**src/uer_pkg.sv**
```systemverilog
// Shared types and constants for the ultrasonic echo ranger.
// No dependencies; every other file in src refers to this package by scoped name.
package uer_pkg;

    localparam int DATA_W       = 16;
    localparam int CFG_IDX_W    = 1;
    localparam int SAMPLE_CNT_W = 3;
    localparam int PHASE_W      = 2;

    // Configuration register indexes
    localparam logic [CFG_IDX_W-1:0] REG_TRIG_TICKS  = 1'd0;
    localparam logic [CFG_IDX_W-1:0] REG_CM_PER_TICK = 1'd1;

    localparam logic [DATA_W-1:0] TRIG_TICKS_RST  = 16'd240;
    localparam logic [DATA_W-1:0] CM_PER_TICK_RST = 16'd13422;

    // Per-beat status flags carried down the pipeline
    typedef struct packed {
        logic trig;
        logic busy;
        logic done;
    } flags_t;

    // Stage load strobes for the scaling datapath
    typedef struct packed {
        logic p2_load;
        logic p3_load;
    } pipe_en_t;

endpackage

```
**src/uer_ctrl.sv**
```systemverilog
// Measurement sequencer: trigger pulse, echo wait, echo count and sample sum.
// Depends on uer_pkg. State advances only on an accepted input beat.
module uer_ctrl #(
    parameter int SAMPLES    = 5,
    parameter int COUNT_BITS = 16,
    parameter int SUM_W      = 19
) (
    input  logic                       clk,
    input  logic                       rst_n,
    input  logic                       accept,
    input  logic                       start_req,
    input  logic                       echo,
    input  logic [uer_pkg::DATA_W-1:0] trig_ticks,
    output uer_pkg::flags_t            flags,
    output logic [SUM_W-1:0]           sum_out
);

    localparam logic [uer_pkg::PHASE_W-1:0] PH_IDLE  = 2'd0;
    localparam logic [uer_pkg::PHASE_W-1:0] PH_TRIG  = 2'd1;
    localparam logic [uer_pkg::PHASE_W-1:0] PH_WAIT  = 2'd2;
    localparam logic [uer_pkg::PHASE_W-1:0] PH_COUNT = 2'd3;

    localparam logic [COUNT_BITS-1:0] COUNT_MAX = '1;

    logic [uer_pkg::PHASE_W-1:0]      phase_reg, phase_next;
    logic [uer_pkg::DATA_W-1:0]       pulse_timer_reg, pulse_timer_next;
    logic [COUNT_BITS-1:0]            echo_ticks_reg, echo_ticks_next;
    logic [SUM_W-1:0]                 tick_sum_reg, tick_sum_next;
    logic [uer_pkg::SAMPLE_CNT_W-1:0] sample_number_reg, sample_number_next;

    logic [uer_pkg::DATA_W-1:0]       pulse_len;
    logic [uer_pkg::DATA_W-1:0]       pulse_inc;
    logic [uer_pkg::SAMPLE_CNT_W-1:0] sample_inc;
    logic                             last_sample;

    // A zero trigger length behaves as one tick
    assign pulse_len   = (trig_ticks == '0) ? uer_pkg::DATA_W'(1) : trig_ticks;
    assign pulse_inc   = pulse_timer_reg + uer_pkg::DATA_W'(1);
    assign sample_inc  = sample_number_reg + uer_pkg::SAMPLE_CNT_W'(1);
    assign last_sample = ({1'b0, sample_inc} >= (uer_pkg::SAMPLE_CNT_W + 1)'(SAMPLES))
                         || (sample_inc == '0);

    always_comb
    begin
        phase_next         = phase_reg;
        pulse_timer_next   = pulse_timer_reg;
        echo_ticks_next    = echo_ticks_reg;
        tick_sum_next      = tick_sum_reg;
        sample_number_next = sample_number_reg;
        flags              = '0;
        case (phase_reg)
            PH_TRIG:
            begin
                flags.trig = 1'b1;
                flags.busy = 1'b1;
                if (pulse_inc >= pulse_len)
                begin
                    pulse_timer_next = '0;
                    phase_next       = PH_WAIT;
                end
                else
                begin
                    pulse_timer_next = pulse_inc;
                end
            end
            PH_WAIT:
            begin
                flags.busy = 1'b1;
                if (echo)
                begin
                    echo_ticks_next = COUNT_BITS'(1);
                    phase_next      = PH_COUNT;
                end
            end
            PH_COUNT:
            begin
                if (echo)
                begin
                    flags.busy = 1'b1;
                    if (echo_ticks_reg != COUNT_MAX)
                    begin
                        echo_ticks_next = echo_ticks_reg + COUNT_BITS'(1);
                    end
                end
                else
                begin
                    tick_sum_next      = tick_sum_reg + SUM_W'(echo_ticks_reg);
                    echo_ticks_next    = '0;
                    sample_number_next = sample_inc;
                    if (last_sample)
                    begin
                        flags.done = 1'b1;
                        phase_next = PH_IDLE;
                    end
                    else
                    begin
                        flags.busy       = 1'b1;
                        pulse_timer_next = '0;
                        phase_next       = PH_TRIG;
                    end
                end
            end
            default:
            begin
                phase_next = PH_IDLE;
                if (start_req)
                begin
                    flags.busy         = 1'b1;
                    tick_sum_next      = '0;
                    sample_number_next = '0;
                    pulse_timer_next   = '0;
                    echo_ticks_next    = '0;
                    phase_next         = PH_TRIG;
                end
            end
        endcase
    end

    assign sum_out = tick_sum_next;

    always_ff @(posedge clk or negedge rst_n)
    begin
        if (!rst_n)
        begin
            phase_reg         <= PH_IDLE;
            pulse_timer_reg   <= '0;
            echo_ticks_reg    <= '0;
            tick_sum_reg      <= '0;
            sample_number_reg <= '0;
        end
        else if (accept)
        begin
            phase_reg         <= phase_next;
            pulse_timer_reg   <= pulse_timer_next;
            echo_ticks_reg    <= echo_ticks_next;
            tick_sum_reg      <= tick_sum_next;
            sample_number_reg <= sample_number_next;
        end
    end

endmodule

```
**src/uer_scale.sv**
```systemverilog
// Distance scaling datapath: sum times cm_per_tick, rounding, divide by the sample count.
// Depends on uer_pkg. Two registered stages; the final quotient feeds the output register.
module uer_scale #(
    parameter int SAMPLES = 5,
    parameter int SUM_W   = 19
) (
    input  logic                       clk,
    input  uer_pkg::pipe_en_t          en,
    input  logic [SUM_W-1:0]           sum_in,
    input  logic [uer_pkg::DATA_W-1:0] cm_per_tick,
    output logic [uer_pkg::DATA_W-1:0] dist_q8
);

    localparam int PROD_W      = SUM_W + uer_pkg::DATA_W;
    localparam int Y_W         = SUM_W + 1;
    localparam int RECIP_SHIFT = Y_W + 3;
    localparam int RECIP_W     = RECIP_SHIFT + 1;
    localparam int QP_W        = Y_W + RECIP_W;
    localparam logic [63:0] RECIP_FULL =
        ((64'd1 << RECIP_SHIFT) + 64'(SAMPLES) - 64'd1) / 64'(SAMPLES);
    localparam logic [RECIP_W-1:0] RECIP = RECIP_FULL[RECIP_W-1:0];
    localparam logic [PROD_W:0] HALF = (PROD_W + 1)'(64'(SAMPLES) << 15);
    localparam logic [63:0] SAT_LIMIT = 64'(SAMPLES) << 16;

    logic [PROD_W-1:0] prod_reg;
    logic [Y_W-1:0]    y_reg;
    logic [PROD_W:0]   rounded;
    logic [QP_W-1:0]   quot_full;
    logic              sat;

    assign rounded = {1'b0, prod_reg} + HALF;

    always_ff @(posedge clk)
    begin
        if (en.p2_load)
        begin
            prod_reg <= PROD_W'(sum_in) * PROD_W'(cm_per_tick);
        end
        if (en.p3_load)
        begin
            y_reg <= Y_W'(rounded >> 16);
        end
    end

    // Divide by the sample count through a reciprocal; exact over the range of y
    assign quot_full = QP_W'(y_reg) * QP_W'(RECIP);
    assign sat       = (64'(y_reg) >= SAT_LIMIT);
    assign dist_q8   = sat ? '1 : uer_pkg::DATA_W'(quot_full >> RECIP_SHIFT);

endmodule

```
**src/ultrasonic_echo_ranger.sv**
```systemverilog
// Top level of the ultrasonic echo ranger: configuration registers, beat pipeline,
// output register. Depends on uer_pkg, uer_ctrl and uer_scale.
//
// Usage
//   Input channel (in_valid / in_stall): one beat per clock tick of the sensor,
//   carrying start_req and the sampled echo level. A beat is taken on a rising
//   edge with in_valid high and in_stall low.
//   Output channel (out_valid / out_stall): exactly one result beat per input
//   beat, in order: trig level, busy_res, done_res and the Q8 centimetre distance.
//   Configuration: wr_en / wr_index / wr_data write trig_ticks (index 0) or
//   cm_per_tick (index 1); write only while no beat is in flight.
// Pipeline and throughput
//   One input beat per cycle while in_stall is low. The sequencer updates its state in the accept cycle;
//   the result then passes the multiply stage, the rounding stage and the divide
//   into the output register. The product and the reciprocal divide each own one stage.
// Reset
//   rst_n clears the sequencer to idle, empties the pipeline, zeroes distance and
//   loads the register defaults (240 ticks, 13422 Q24 cm per tick).
// Stall
//   A stalled result holds in the output register; beats behind it keep moving
//   until each stage is full, and only then does in_stall rise.
module ultrasonic_echo_ranger #(
    parameter int SAMPLES    = 5,
    parameter int COUNT_BITS = 16
) (
    input  logic                          clk,
    input  logic                          rst_n,
    input  logic                          in_valid,
    output logic                          in_stall,
    input  logic                          start_req,
    input  logic                          echo,
    output logic                          out_valid,
    input  logic                          out_stall,
    output logic                          trig,
    output logic                          busy_res,
    output logic                          done_res,
    output logic [uer_pkg::DATA_W-1:0]    distance,
    input  logic                          wr_en,
    input  logic [uer_pkg::CFG_IDX_W-1:0] wr_index,
    input  logic [uer_pkg::DATA_W-1:0]    wr_data
);

    // Sum of all samples at full count
    localparam int SUM_W = $clog2(SAMPLES * ((1 << COUNT_BITS) - 1) + 1);

    logic [uer_pkg::DATA_W-1:0] trig_ticks_reg;
    logic [uer_pkg::DATA_W-1:0] cm_per_tick_reg;

    logic p1_valid_reg, p2_valid_reg, p3_valid_reg, out_valid_reg;
    uer_pkg::flags_t p1_flags_reg, p2_flags_reg, p3_flags_reg, out_flags_reg;
    logic [SUM_W-1:0] p1_sum_reg;
    logic [uer_pkg::DATA_W-1:0] distance_reg;

    logic in_accept;
    logic out_free, p3_free, p2_free, p1_free;
    logic p1_adv, p2_adv, p3_adv;
    uer_pkg::flags_t   beat_flags;
    logic [SUM_W-1:0]  beat_sum;
    uer_pkg::pipe_en_t scale_en;
    logic [uer_pkg::DATA_W-1:0] scaled_dist;

    // Configuration writes
    always_ff @(posedge clk or negedge rst_n)
    begin
        if (!rst_n)
        begin
            trig_ticks_reg  <= uer_pkg::TRIG_TICKS_RST;
            cm_per_tick_reg <= uer_pkg::CM_PER_TICK_RST;
        end
        else if (wr_en)
        begin
            case (wr_index)
                uer_pkg::REG_TRIG_TICKS:  trig_ticks_reg  <= wr_data;
                uer_pkg::REG_CM_PER_TICK: cm_per_tick_reg <= wr_data;
                default: ;
            endcase
        end
    end

    // Stage handshake: a stage moves on when the next one is empty or moving too
    assign out_free  = !out_valid_reg || !out_stall;
    assign p3_adv    = p3_valid_reg && out_free;
    assign p3_free   = !p3_valid_reg || out_free;
    assign p2_adv    = p2_valid_reg && p3_free;
    assign p2_free   = !p2_valid_reg || p3_free;
    assign p1_adv    = p1_valid_reg && p2_free;
    assign p1_free   = !p1_valid_reg || p2_free;
    assign in_stall  = !p1_free;
    assign in_accept = in_valid && p1_free;

    uer_ctrl #(
        .SAMPLES    (SAMPLES),
        .COUNT_BITS (COUNT_BITS),
        .SUM_W      (SUM_W)
    ) u_ctrl (
        .clk        (clk),
        .rst_n      (rst_n),
        .accept     (in_accept),
        .start_req  (start_req),
        .echo       (echo),
        .trig_ticks (trig_ticks_reg),
        .flags      (beat_flags),
        .sum_out    (beat_sum)
    );

    assign scale_en.p2_load = p1_adv;
    assign scale_en.p3_load = p2_adv;

    uer_scale #(
        .SAMPLES (SAMPLES),
        .SUM_W   (SUM_W)
    ) u_scale (
        .clk         (clk),
        .en          (scale_en),
        .sum_in      (p1_sum_reg),
        .cm_per_tick (cm_per_tick_reg),
        .dist_q8     (scaled_dist)
    );

    // Valid bits and the held distance
    always_ff @(posedge clk or negedge rst_n)
    begin
        if (!rst_n)
        begin
            p1_valid_reg  <= 1'b0;
            p2_valid_reg  <= 1'b0;
            p3_valid_reg  <= 1'b0;
            out_valid_reg <= 1'b0;
            distance_reg  <= '0;
        end
        else
        begin
            if (in_accept)
                p1_valid_reg <= 1'b1;
            else if (p1_adv)
                p1_valid_reg <= 1'b0;

            if (p1_adv)
                p2_valid_reg <= 1'b1;
            else if (p2_adv)
                p2_valid_reg <= 1'b0;

            if (p2_adv)
                p3_valid_reg <= 1'b1;
            else if (p3_adv)
                p3_valid_reg <= 1'b0;

            if (p3_adv)
                out_valid_reg <= 1'b1;
            else if (!out_stall)
                out_valid_reg <= 1'b0;

            // Latch a fresh distance only when a done beat enters the output register
            if (p3_adv && p3_flags_reg.done)
                distance_reg <= scaled_dist;
        end
    end

    // Beat payload
    always_ff @(posedge clk)
    begin
        if (in_accept)
        begin
            p1_flags_reg <= beat_flags;
            p1_sum_reg   <= beat_sum;
        end
        if (p1_adv)
            p2_flags_reg <= p1_flags_reg;
        if (p2_adv)
            p3_flags_reg <= p2_flags_reg;
        if (p3_adv)
            out_flags_reg <= p3_flags_reg;
    end

    assign out_valid = out_valid_reg;
    assign trig      = out_flags_reg.trig;
    assign busy_res  = out_flags_reg.busy;
    assign done_res  = out_flags_reg.done;
    assign distance  = distance_reg;

    // A finished sequence is never reported as still running
    assert property (@(posedge clk) disable iff (!rst_n)
        out_valid |-> !(done_res && busy_res))
    else $error("done and busy set on the same result beat");

    // The trigger pin is only driven inside a running sequence
    assert property (@(posedge clk) disable iff (!rst_n)
        (out_valid && trig) |-> busy_res)
    else $error("trig high outside a running sequence");

    // The distance moves only together with a done beat
    assert property (@(posedge clk) disable iff (!rst_n)
        !$stable(distance) |-> (out_valid && done_res))
    else $error("distance changed without a done beat");

    // The input side stalls only when every stage and the output register hold a beat
    assert property (@(posedge clk) disable iff (!rst_n)
        in_stall |-> (p1_valid_reg && p2_valid_reg && p3_valid_reg && out_valid_reg))
    else $error("input stalled with room in the pipeline");

endmodule

```
**config.mk**
```make
export PLATFORM = sky130hd
export DESIGN_NAME = ultrasonic_echo_ranger
export DESIGN_NICKNAME = d
export VERILOG_FILES = /design/src/uer_pkg.sv /design/src/uer_ctrl.sv /design/src/uer_scale.sv /design/src/ultrasonic_echo_ranger.sv
export SDC_FILE = /design/constraint.sdc
export NUM_CORES = 1
export LEC_CHECK = 0
export BUFFER_PORTS_ARGS = -buffer_cell sky130_fd_sc_hd__buf_4
export CAP_MARGIN = 20
export CORE_MARGIN = 1.5
export CORE_UTILIZATION = 40
export CTS_CLUSTER_SIZE = 40
export DETAILED_ROUTE_END_ITERATION = 6
export PLACE_DENSITY = 0.63
export REMOVE_ABC_BUFFERS = 1
export SLEW_MARGIN = 5
export SYNTH_ARGS = -nofsm -noshare
export SYNTH_HDL_FRONTEND = slang
export SYNTH_SLANG_ARGS = --single-unit
```
**constraint.sdc**
```tcl
create_clock -name clk -period 8 [get_ports clk]
set_input_delay 1.2 -clock clk [delete_from_list [all_inputs] [get_ports clk]]
set_output_delay 1.2 -clock clk [all_outputs]
set_load 0.01 [all_outputs]
```
# Yosys cells after proc, flatten, opt, wreduce, memory -nomap -nowiden

Index checks and enable logic that the tools add are counted.

Register bits: 194
Input port bits: 24
Output and inout port bits: 21
Word-level logic and storage cells: 121

Add/sub/neg operators: 5
Multipliers: 2
Order comparisons: 3
Equality and inequality tests: 10
Multiplexer cells: 37
Bitwise gates (word level): 5
Reductions and logical operators: 32

Operator list:

| cell                                                  | number |
|---|---|
| 2-to-1 mux 16 bit                                     | 9 |
| case mux 16 bit (3 select lines)                      | 2 |
| multiplier 20 x 20 -> 38 bit, second input constant   | 1 |
| 2-to-1 mux 19 bit                                     | 2 |
| case mux 19 bit (2 select lines)                      | 1 |
| adder 35 x 18 -> 36 bit, second input constant        | 1 |
| multiplier 19 x 16 -> 35 bit                          | 1 |
| adder 16 x 1 -> 16 bit, second input constant         | 2 |
| >= comparator 20 x 19 -> 1 bit, second input constant | 1 |
| adder 19 x 16 -> 19 bit                               | 1 |
| >= comparator 16 bit                                  | 1 |
| logical NOT 16 bit                                    | 1 |
| inequality test 16 bit, second input constant         | 1 |
| 2-to-1 mux 1 bit                                      | 15 |
| AND reduction 5 bit                                   | 2 |
| AND reduction 4 bit                                   | 2 |
| nonzero test 2 bit                                    | 4 |
| logical NOT 1 bit                                     | 6 |
| 2-to-1 mux 2 bit                                      | 3 |
| 2-to-1 mux 3 bit                                      | 2 |
| inequality test 2 bit, second input constant          | 3 |
| case mux 2 bit (3 select lines)                       | 1 |
| case mux 3 bit (2 select lines)                       | 1 |
| nonzero test 3 bit                                    | 2 |
| other kinds (13)                                      | 29 |

# Longest topological paths before layout

Gate-level depths: netlist of the first run.

Depth after elaboration: 7
Gate-level depth with buffers: 25
Gate-level depth less buffers: 25

# Cells and area by module

A second synthesis of the first run with hierarchy kept.

Cell total of the unflattened synthesis: 2686
Area total of the unflattened synthesis: 26176.4 um^2

Modules (own cells, without submodules):

| module                 | instances | cells each | area an instance (um^2) | seq. area each (um^2) |
|---|---|---|---|---|
| uer_scale              | 1         | 2023       | 18809.3                 | 1201.2 |
| uer_ctrl               | 1         | 512        | 4384.2                  | 1401.3 |
| ultrasonic_echo_ranger | 1         | 151        | 2982.9                  | 2247.2 |

# Worst setup path before layout of the first run

No wires, ideal clock.

Path kind: flip-flop to flip-flop
From: register cm_per_tick_reg[1] (netlist bit)
To: register u_scale.prod_reg[34], data pin
Data arrival time: 6.130 ns
Required time: 7.740 ns
Slack: 1.610 ns
Stages on the path, launching flop included: 24
Buffers on the path: 2
Clock period less this slack: 6.390 ns
Path through: dfstp_2 clkbuf_1 clkbuf_1 nand2_1 fa_1 fa_1 fa_1 inv_1 fa_1 fa_1 inv_1 fa_1 inv_1 ha_1 a21o_1 a21o_1 a21oi_1 o211ai_1 o221a_2 o2111ai_1 nand3_1 a31o_2 a21oi_1 xnor2_1

Cells in the longest elaborated chain, start to end: 1

RTL lines:

| item                         | line                         | RTL |
|---|---|---|
| start, declared              | ultrasonic_echo_ranger.sv:47 | `logic [uer_pkg::DATA_W-1:0] cm_per_tick_reg;` |
| start signal, assigned       | ultrasonic_echo_ranger.sv:68 | `cm_per_tick_reg <= uer_pkg::CM_PER_TICK_RST;` |
| start signal, assigned       | ultrasonic_echo_ranger.sv:74 | `uer_pkg::REG_CM_PER_TICK: cm_per_tick_reg <= wr_data;` |
| multiplier 19 x 16 -> 35 bit | uer_scale.sv:37              | `prod_reg <= PROD_W'(sum_in) * PROD_W'(cm_per_tick);` |
| end signal, assigned         | uer_scale.sv:37              |  |
| end, declared                | uer_scale.sv:25              | `logic [PROD_W-1:0] prod_reg;` |

Every way passes these cells.
A chain may end at the register's enable or synchronous reset.

# Final worst setup path of the first run

From: register u_scale.y_reg[16]
To: register distance_reg, in the netlist distance[15]

Cells in the longest elaborated chain, start to end: 2

RTL lines:

| item                                                                           | line                             | RTL |
|---|---|---|
| start, declared                                                                | uer_scale.sv:26                  | `logic [Y_W-1:0] y_reg;` |
| start signal, assigned                                                         | uer_scale.sv:41                  | `y_reg <= Y_W'(rounded >> 16);` |
| multiplier 20 x 20 -> 38 bit or >= comparator 20 x 19 -> 1 bit (tied branches) | uer_scale.sv:46, uer_scale.sv:47 |  |
| 2-to-1 mux 16 bit (*)                                                          | uer_scale.sv:48                  | `assign dist_q8 = sat ? '1 : uer_pkg::DATA_W'(quot_full >> RECIP_SHIFT);` |
| end signal, assigned                                                           | ultrasonic_echo_ranger.sv:155    | `distance_reg <= scaled_dist;` |
| end, declared                                                                  | ultrasonic_echo_ranger.sv:52     | `logic [uer_pkg::DATA_W-1:0] distance_reg;` |

Every way passes the cells marked *; elsewhere a longest branch is shown, timed or not.

==> summary.md, run 1 <==
| Metric | Value |
|---|---|
| Status | `finished clean` |
| Largest cells by area after synthesis | `fa_1 30%, ha_1 17%, dfrtp_1 9.7%` |
| Leading area contributor after synthesis | `fa_1` |
| Synth Cell Area | `24,700 um2` |
| Final period util | `0.855` |
| Post-CTS setup buffer count | `0` |
| Sequential fraction of the synthesis area | `0.196` |
| Initial antenna violation count | `0` |
| Pin count of the biggest net entering global routing | `59` |
| Layout area overhead | `7.07%` |
| Root Buffer | `clkbuf_16` |
| Proportion of netlist area held by the largest area contributor | `0.296` |
| Crit path max fanout | `6` |
| Post-route antenna net violation count | `0` |
| WP data required | `8.33 ns` |
| Die width | `252 um` |
| Setup crit end kind | `flip-flop` |
| Synth Instances | `2,505` |
| Worst hold slack | `0.426 ns` |
| Hold path cells | `0` |
| Skew-Pair Late Insertion Delay | `0.46 ns` |
| Crit path arrival time | `7.17 ns` |
| Ports | `45` |
| Vias in the first global route | `18,100` |
| Crit start category | `flip-flop` |
| Final wirelength | `56,600 um` |
| Worst Hold Class | `flip-flop to flip-flop` |
| Clock Sinks | `179` |
| Max Cap Violations | `0` |
| Setup Viol. Count Final | `0` |
| Unrepaired setup endpoints after global routing | `no` |
| Global route overflow | `0` |
| Iter 0 DRT Violations | `861` |
| FF/Latch Area | `4850 um2` |
| Total die area | `63,400 um2` |
| Hold buffer count at CTS | `0` |
| Drt drc | `0` |
| Setup TNS | `0 ns` |
| Routability cong. | `0.959` |
| FF-to-FF path depth | `23` |
| Setup CP Type | `flip-flop to flip-flop` |
| Fmax achieved | `146 MHz` |
| End-of-flow core utilization | `0.431` |
| CTS Buffer Depth | `2` |
| GR Util All Layers | `0.187` |
| Routed length per instance | `17.1 um` |
| N_diodes | `0` |
| Yosys warning total | `0` |
| Worst relative slew slack | `0.323` |
| Clock skew | `0.0131 ns` |
| Synth Flop Type | `dfrtp_1` |
| Post-synth EDFFs | `71` |
| Cell variety after synth | `64` |
| Router iterations before antenna repair | `5` |
| Pins Over Slew Limit | `0` |
| Post-DP HPWL | `47,300 um` |
| Ys async rst share | `0.603` |
| CTS tree | `yes` |
| Wire length of the first global-routing pass | `93,800 um` |
| Worst-path clk slew | `0.08 ns` |
| CTS Buf Count | `17` |
| CTS H-tree lvls | `4` |
| Filler cell count in the final layout | `5,927` |
| Reg2Reg Setup Slack | `1.16 ns` |
| Syn_area_per_cell | `9.88 um2` |
| Multi-input gate area in the final layout | `17,800 um2` |
| Slew @ Worst Pin | `1.02 ns` |
| Core footprint | `61,500 um2` |
| Synthesis-stage register bit count | `179` |
| Initial Util | `0.403` |
| Die height | `252 um` |
| Post-CTS resize count | `0` |
| Vias post-DR | `16,800` |
| # rows | `91` |
| Final Critical Period | `6.84 ns` |
| Fraction of layout cells with a size suffix above 1 | `0.0529` |
| Final Hold Vio Count | `0` |
| Fin nets | `3,239` |
| Port Buf Inserts | `44` |
| Vias/cell | `5.09` |
[cells in the final DEF (no fill, tap or decap), drive strengths merged, types with 6 or more instances in the layout]
master  count
inv       500
nand3      34
nor2       64
clkbuf     19
o22a       16
nand4      12
nand2b      8
or2         7
nor3       23
o21a       18
and3       20
o31ai       6
o21ai      74
or3         6
a21o       35
dfstp      12
dfrtp      96
a211oi      8
mux2       20
a21oi      45
nor2b      21
xor2       51
xnor2      61
and2      145
nor4        6
ha        346
nand2     300
edfxtp     71
buf        51
a22o       11
fa        366
[cells by family (layout without fill, tap and decap cells)]
kind of cell             Yosys count  count (layout)  synth area share
adder cells (fa/ha/maj)          712             712             0.471
AND/OR/NAND/NOR                  657             657             0.127
buffers and inverters            566             577            0.0859
AO/OA/AOI/OAI                    257             257            0.0704
flip-flops                       179             179             0.196
XOR/XNOR                         112             112            0.0396
multiplexers                      22              22           0.00991
[through the flow]
| stage | instance area [um2] | setup slack (ns) | instances |
|---|---|---|---|
| floorplan | 24500 | 1.80 | 2433 |
| global placement | 25900 | 1.26 | 3274 |
| detailed placement | 25900 | 1.22 | 3274 |
| CTS | 26500 | 1.16 | 3306 |
| global route | 26500 | 0.786 | 3306 |
| finish | 26500 | 1.16 | 3306 |
[worst paths after layout]
check,endpoint,startpoint
setup / recovery,distance[15],u_scale.y_reg[16]
hold / removal,p3_flags_reg[1],p2_flags_reg[1]
setup reg to reg,distance[15],u_scale.y_reg[16]
hold reg to reg,p3_flags_reg[1],p2_flags_reg[1]
max in group asynchronous,distance[1],rst_n
min in group asynchronous,u_ctrl.echo_ticks_reg[14],rst_n
[cells in the mapped netlist, types with 4 or more instances]
| library cell | instances |
|---|---|
| ha_1 | 346 |
| o21a_1 | 18 |
| a22o_1 | 11 |
| nor4_1 | 6 |
| a21o_1 | 35 |
| nand2_1 | 300 |
| inv_1 | 494 |
| nand2b_1 | 8 |
| o21bai_1 | 4 |
| mux2_2 | 20 |
| or2_2 | 7 |
| a211oi_1 | 6 |
| o31ai_1 | 6 |
| nor3_1 | 23 |
| clkbuf_1 | 70 |
| xor2_1 | 51 |
| and2_1 | 144 |
| dfstp_2 | 12 |
| o22a_1 | 16 |
| fa_1 | 366 |
| o2111ai_1 | 4 |
| nor2_1 | 64 |
| nand3_1 | 34 |
| or3_1 | 6 |
| dfrtp_1 | 96 |
| nor2b_1 | 21 |
| a31oi_1 | 4 |
| nand4_1 | 12 |
| o21ai_0 | 74 |
| xnor2_1 | 61 |
| edfxtp_1 | 71 |
| and4_1 | 4 |
| a21oi_1 | 43 |
| and3_1 | 20 |
[critical path, cell delays in order (launching register included)]
cell and delay [ns]:
edfxtp_1 0.52, inv_1 0.17, ha_1 0.44, fa_1 0.51, ha_1 0.29, inv_1 0.05
fa_1 0.50, inv_1 0.05, fa_1 0.46, fa_1 0.54, inv_1 0.05, fa_1 0.50
inv_1 0.04, ha_1 0.36, nand3_1 0.09, nor2_1 0.17, nand4_1 0.14, nor4_1 0.56
a2111oi_4 0.09, a21oi_2 0.42, a211oi_2 0.15, o31ai_1 0.32, xnor2_1 0.10, o22a_1 0.16
[final cells by class]
class / count / area share
tap: 790 / 0.0373
timing repair buffer: 51 / 0.0144
sequential: 179 / 0.183
inverter: 494 / 0.0700
clock buffer: 19 / 0.0171
clock inverter: 13 / 0.00718
multi-input combinational: 1760 / 0.671
[layer usage]
layer	global-route usage	vias up	wire length (um)
li1	-	7924	-
met1	0.238	8527	24800
met2	0.335	310	28800
met3	0.0220	55	1920
met4	0.0491	0	1040
met5	0	-	0
Power of run 1 is left out: the tool's default activity adds up to more than one toggle a clock period on the data nets, which glitch-free logic cannot reach.
==> run 2: changes to the inputs <==
ABC_CLOCK_PERIOD_IN_PS = 7500   (was unset)
SLEW_MARGIN = 25   (was 5)
clock period = 7.5 ns   (was 8 ns; I/O delays follow)
==> run 2 against run 1 <==
Compared with the run above: worst hold slack improved by 0.0016 ns; sequential share of layout area barely moved; register-to-register slack got worse by 0.51 ns; critical endpoint is now distance[13].
==> summary.md, run 2 (synthesized netlist as in run 1, its figures left out) <==
| Metric | Value |
|---|---|
| Global route overflow | `0 (unchanged)` |
| Vias in the first global route | `18,200 (was 18,100)` |
| FF-to-FF Start | `u_scale.y_reg[13] (was u_scale.y_reg[16])` |
| Wire length of the first global-routing pass | `94,000 um (was 93,800 um)` |
| Reg2Reg Setup Slack | `0.65 ns (was 1.16 ns)` |
| Pin count of the biggest net entering global routing | `59 (unchanged)` |
| Fin nets | `3,240 (was 3,239)` |
| Total die area | `63,400 um2 (unchanged)` |
| Unrepaired setup endpoints after global routing | `no (unchanged)` |
| Post-route antenna net violation count | `0 (unchanged)` |
| Vias/cell | `5.09 (about the same)` |
| Final period util | `0.913 (was 0.855)` |
| Slew @ Worst Pin | `0.988 ns (was 1.02 ns)` |
| Crit path arrival time | `7.19 ns (was 7.17 ns)` |
| Worst-path clk slew | `0.08 ns (about the same)` |
| Layout area overhead | `6.85% (was 7.07%)` |
| Clock skew | `0.0190 ns (was 0.0131 ns)` |
| Vias post-DR | `16,800 (about the same)` |
| Pins Over Slew Limit | `0 (unchanged)` |
| Initial antenna violation count | `1 (was 0)` |
| Worst hold endpoint | `p3_flags_reg[1] (unchanged)` |
| Status | `finished clean (unchanged)` |
| Setup Viol. Count Final | `0 (unchanged)` |
| Final Hold Vio Count | `0 (unchanged)` |
| Setup CP Type | `flip-flop to flip-flop (unchanged)` |
| Worst Setup SP | `u_scale.y_reg[13] (was u_scale.y_reg[16])` |
| Post-CTS resize count | `0 (unchanged)` |
| Setup TNS | `0 ns (unchanged)` |
| Most frequent cells in the layout | `494 x inv_1, 366 x fa_1, 346 x ha_1 (unchanged)` |
| CTS Buf Count | `17 (unchanged)` |
| FF-to-FF path depth | `21 (was 23)` |
| Router iterations before antenna repair | `5 (unchanged)` |
| Worst relative slew slack | `0.338 (was 0.323)` |
| Crit path max fanout | `6 (unchanged)` |
| Die height | `252 um (unchanged)` |
| CTS H-tree lvls | `4 (unchanged)` |
| Hold path cells | `0 (unchanged)` |
| Die width | `252 um (unchanged)` |
| Root Buffer | `clkbuf_16 (unchanged)` |
| CTS Buffer Depth | `2 (unchanged)` |
| Port Buf Inserts | `44 (unchanged)` |
| Critical path, cell by cell | `inv_1 -> ha_1 -> fa_1 -> ha_1 -> fa_1 -> fa_1 -> fa_1 -> inv_1 -> fa_1 -> inv_1 -> ha_1 -> a21o_1 -> a2111o_1 -> nor4_1 -> nor4_1 -> a2111oi_4 -> a21oi_2 -> a211oi_2 -> o21bai_1 -> xor2_1 -> o22a_1 (was inv_1 -> ha_1 -> fa_1 -> ha_1 -> inv_1 -> fa_1 -> inv_1 -> fa_1 -> fa_1 -> inv_1 -> fa_1 -> inv_1 -> ha_1 -> nand3_1 -> nor2_1 -> nand4_1 -> nor4_1 -> a2111oi_4 -> a21oi_2 -> a211oi_2 -> o31ai_1 -> xnor2_1 -> o22a_1)` |
| Post-CTS setup buffer count | `0 (unchanged)` |
| Slowest CP cell | `fa_1 (was nor4_1)` |
| R2r endpoint | `distance[13] (was distance[15])` |
| Ports | `45 (unchanged)` |
| Routability cong. | `0.934 (was 0.959)` |
| Commonest non-fill, non-tap cell in the layout | `inv_1 (unchanged)` |
| CTS tree | `yes (unchanged)` |
| Fraction of layout cells with a size suffix above 1 | `0.0540 (was 0.0529)` |
| Cell mode on critical path | `fa_1` |
| Final Critical Period | `6.85 ns (was 6.84 ns)` |
| Skew-Pair Late Insertion Delay | `0.47 ns (was 0.46 ns)` |
| Setup crit end kind | `flip-flop (unchanged)` |
| # rows | `91 (unchanged)` |
| WP data required | `7.84 ns (was 8.33 ns)` |
| Iter 0 DRT Violations | `829 (was 861)` |
| Fmax achieved | `146 MHz (about the same)` |
| Worst Hold Launch | `p2_flags_reg[1] (unchanged)` |
| Post-DP HPWL | `47,600 um (was 47,300 um)` |
| Crit start category | `flip-flop (unchanged)` |
| GR Util All Layers | `0.188 (was 0.187)` |
| Final wirelength | `56,900 um (was 56,600 um)` |
| Core footprint | `61,500 um2 (unchanged)` |
| Drt drc | `0 (unchanged)` |
| Routed length per instance | `17.2 um (was 17.1 um)` |
| Initial Util | `0.403 (unchanged)` |
| Worst Hold Class | `flip-flop to flip-flop (unchanged)` |
| Max Cap Violations | `0 (unchanged)` |
| Max incr delay on CP | `0.54 ns (was 0.56 ns)` |
| Hold buffer count at CTS | `0 (unchanged)` |
| Clock Sinks | `179 (unchanged)` |
-- run 2: cell count changes in the layout (fill, tap and decap cells not counted), moves of 2 or more --
cell | previous run | this run
clkinv_2 | 1 | 5
bufinv_16 | 3 | 1
clkinv_4 | 0 | 2
inv_6 | 3 | 0
-- run 2: routing by layer --
metal | up-vias | wire [um] | global-route usage
li1 | 7915 | - | -
met3 | 74 | 2360 | 0.0269
met4 | 0 | 1240 | 0.0552
met5 | - | 0 | 0
met1 | 8493 | 24400 | 0.234
met2 | 357 | 29000 | 0.336
-- run 2: how the worst max path moves through the flow --
stage | endpoint | slack, ns | cells after the start
5_1_grt | distance[15] | 0.31 | 23
2_1_floorplan | distance[13] | 1.30 | 20
3_5_place_dp | distance[15] | 0.67 | 23
3_3_place_gp | distance[15] | 0.79 | 23
4_1_cts | distance[15] | 0.65 | 23
6_report | distance[13] | 0.65 | 21
-- run 2: stage by stage --
step / area, um2 / std cells / utilization / setup WS (ns) / hold slack, ns
floorplan: 24500 / 2433 / - / 1.30 / 0.400
global placement: 25900 / 3275 / 0.421 / 0.790 / 0.401
detailed placement: 25900 / 3275 / 0.421 / 0.671 / 0.415
CTS: 26400 / 3307 / 0.430 / 0.646 / 0.432
global route: 26400 / 3307 / 0.430 / 0.310 / 0.439
finish: 26400 / 3308 / 0.430 / 0.654 / 0.427
-- run 2: final cells by class --
class                   count  area [um2]
fillers                  5920       35000
multi-input cells        1760       17800
flip-flops and latches    179        4850
inverters                 494        1850
well taps                 790         988
clock buffers              17         425
repair buffers             52         390
clock inverters            15         153
diodes                      1        2.50
-- run 2: worst max-delay path: cells and delay by family (launching register included) --
kind                     cells  cell delay [ns]
AO/OA/AOI/OAI                7             1.76
XOR/XNOR                     1             0.16
adder cells (fa/ha/maj)      8             3.44
buffers and inverters        3             0.29
flip-flops                   1             0.50
AND/OR/NAND/NOR              2             0.57
Power of run 2 is left out for the same reason.
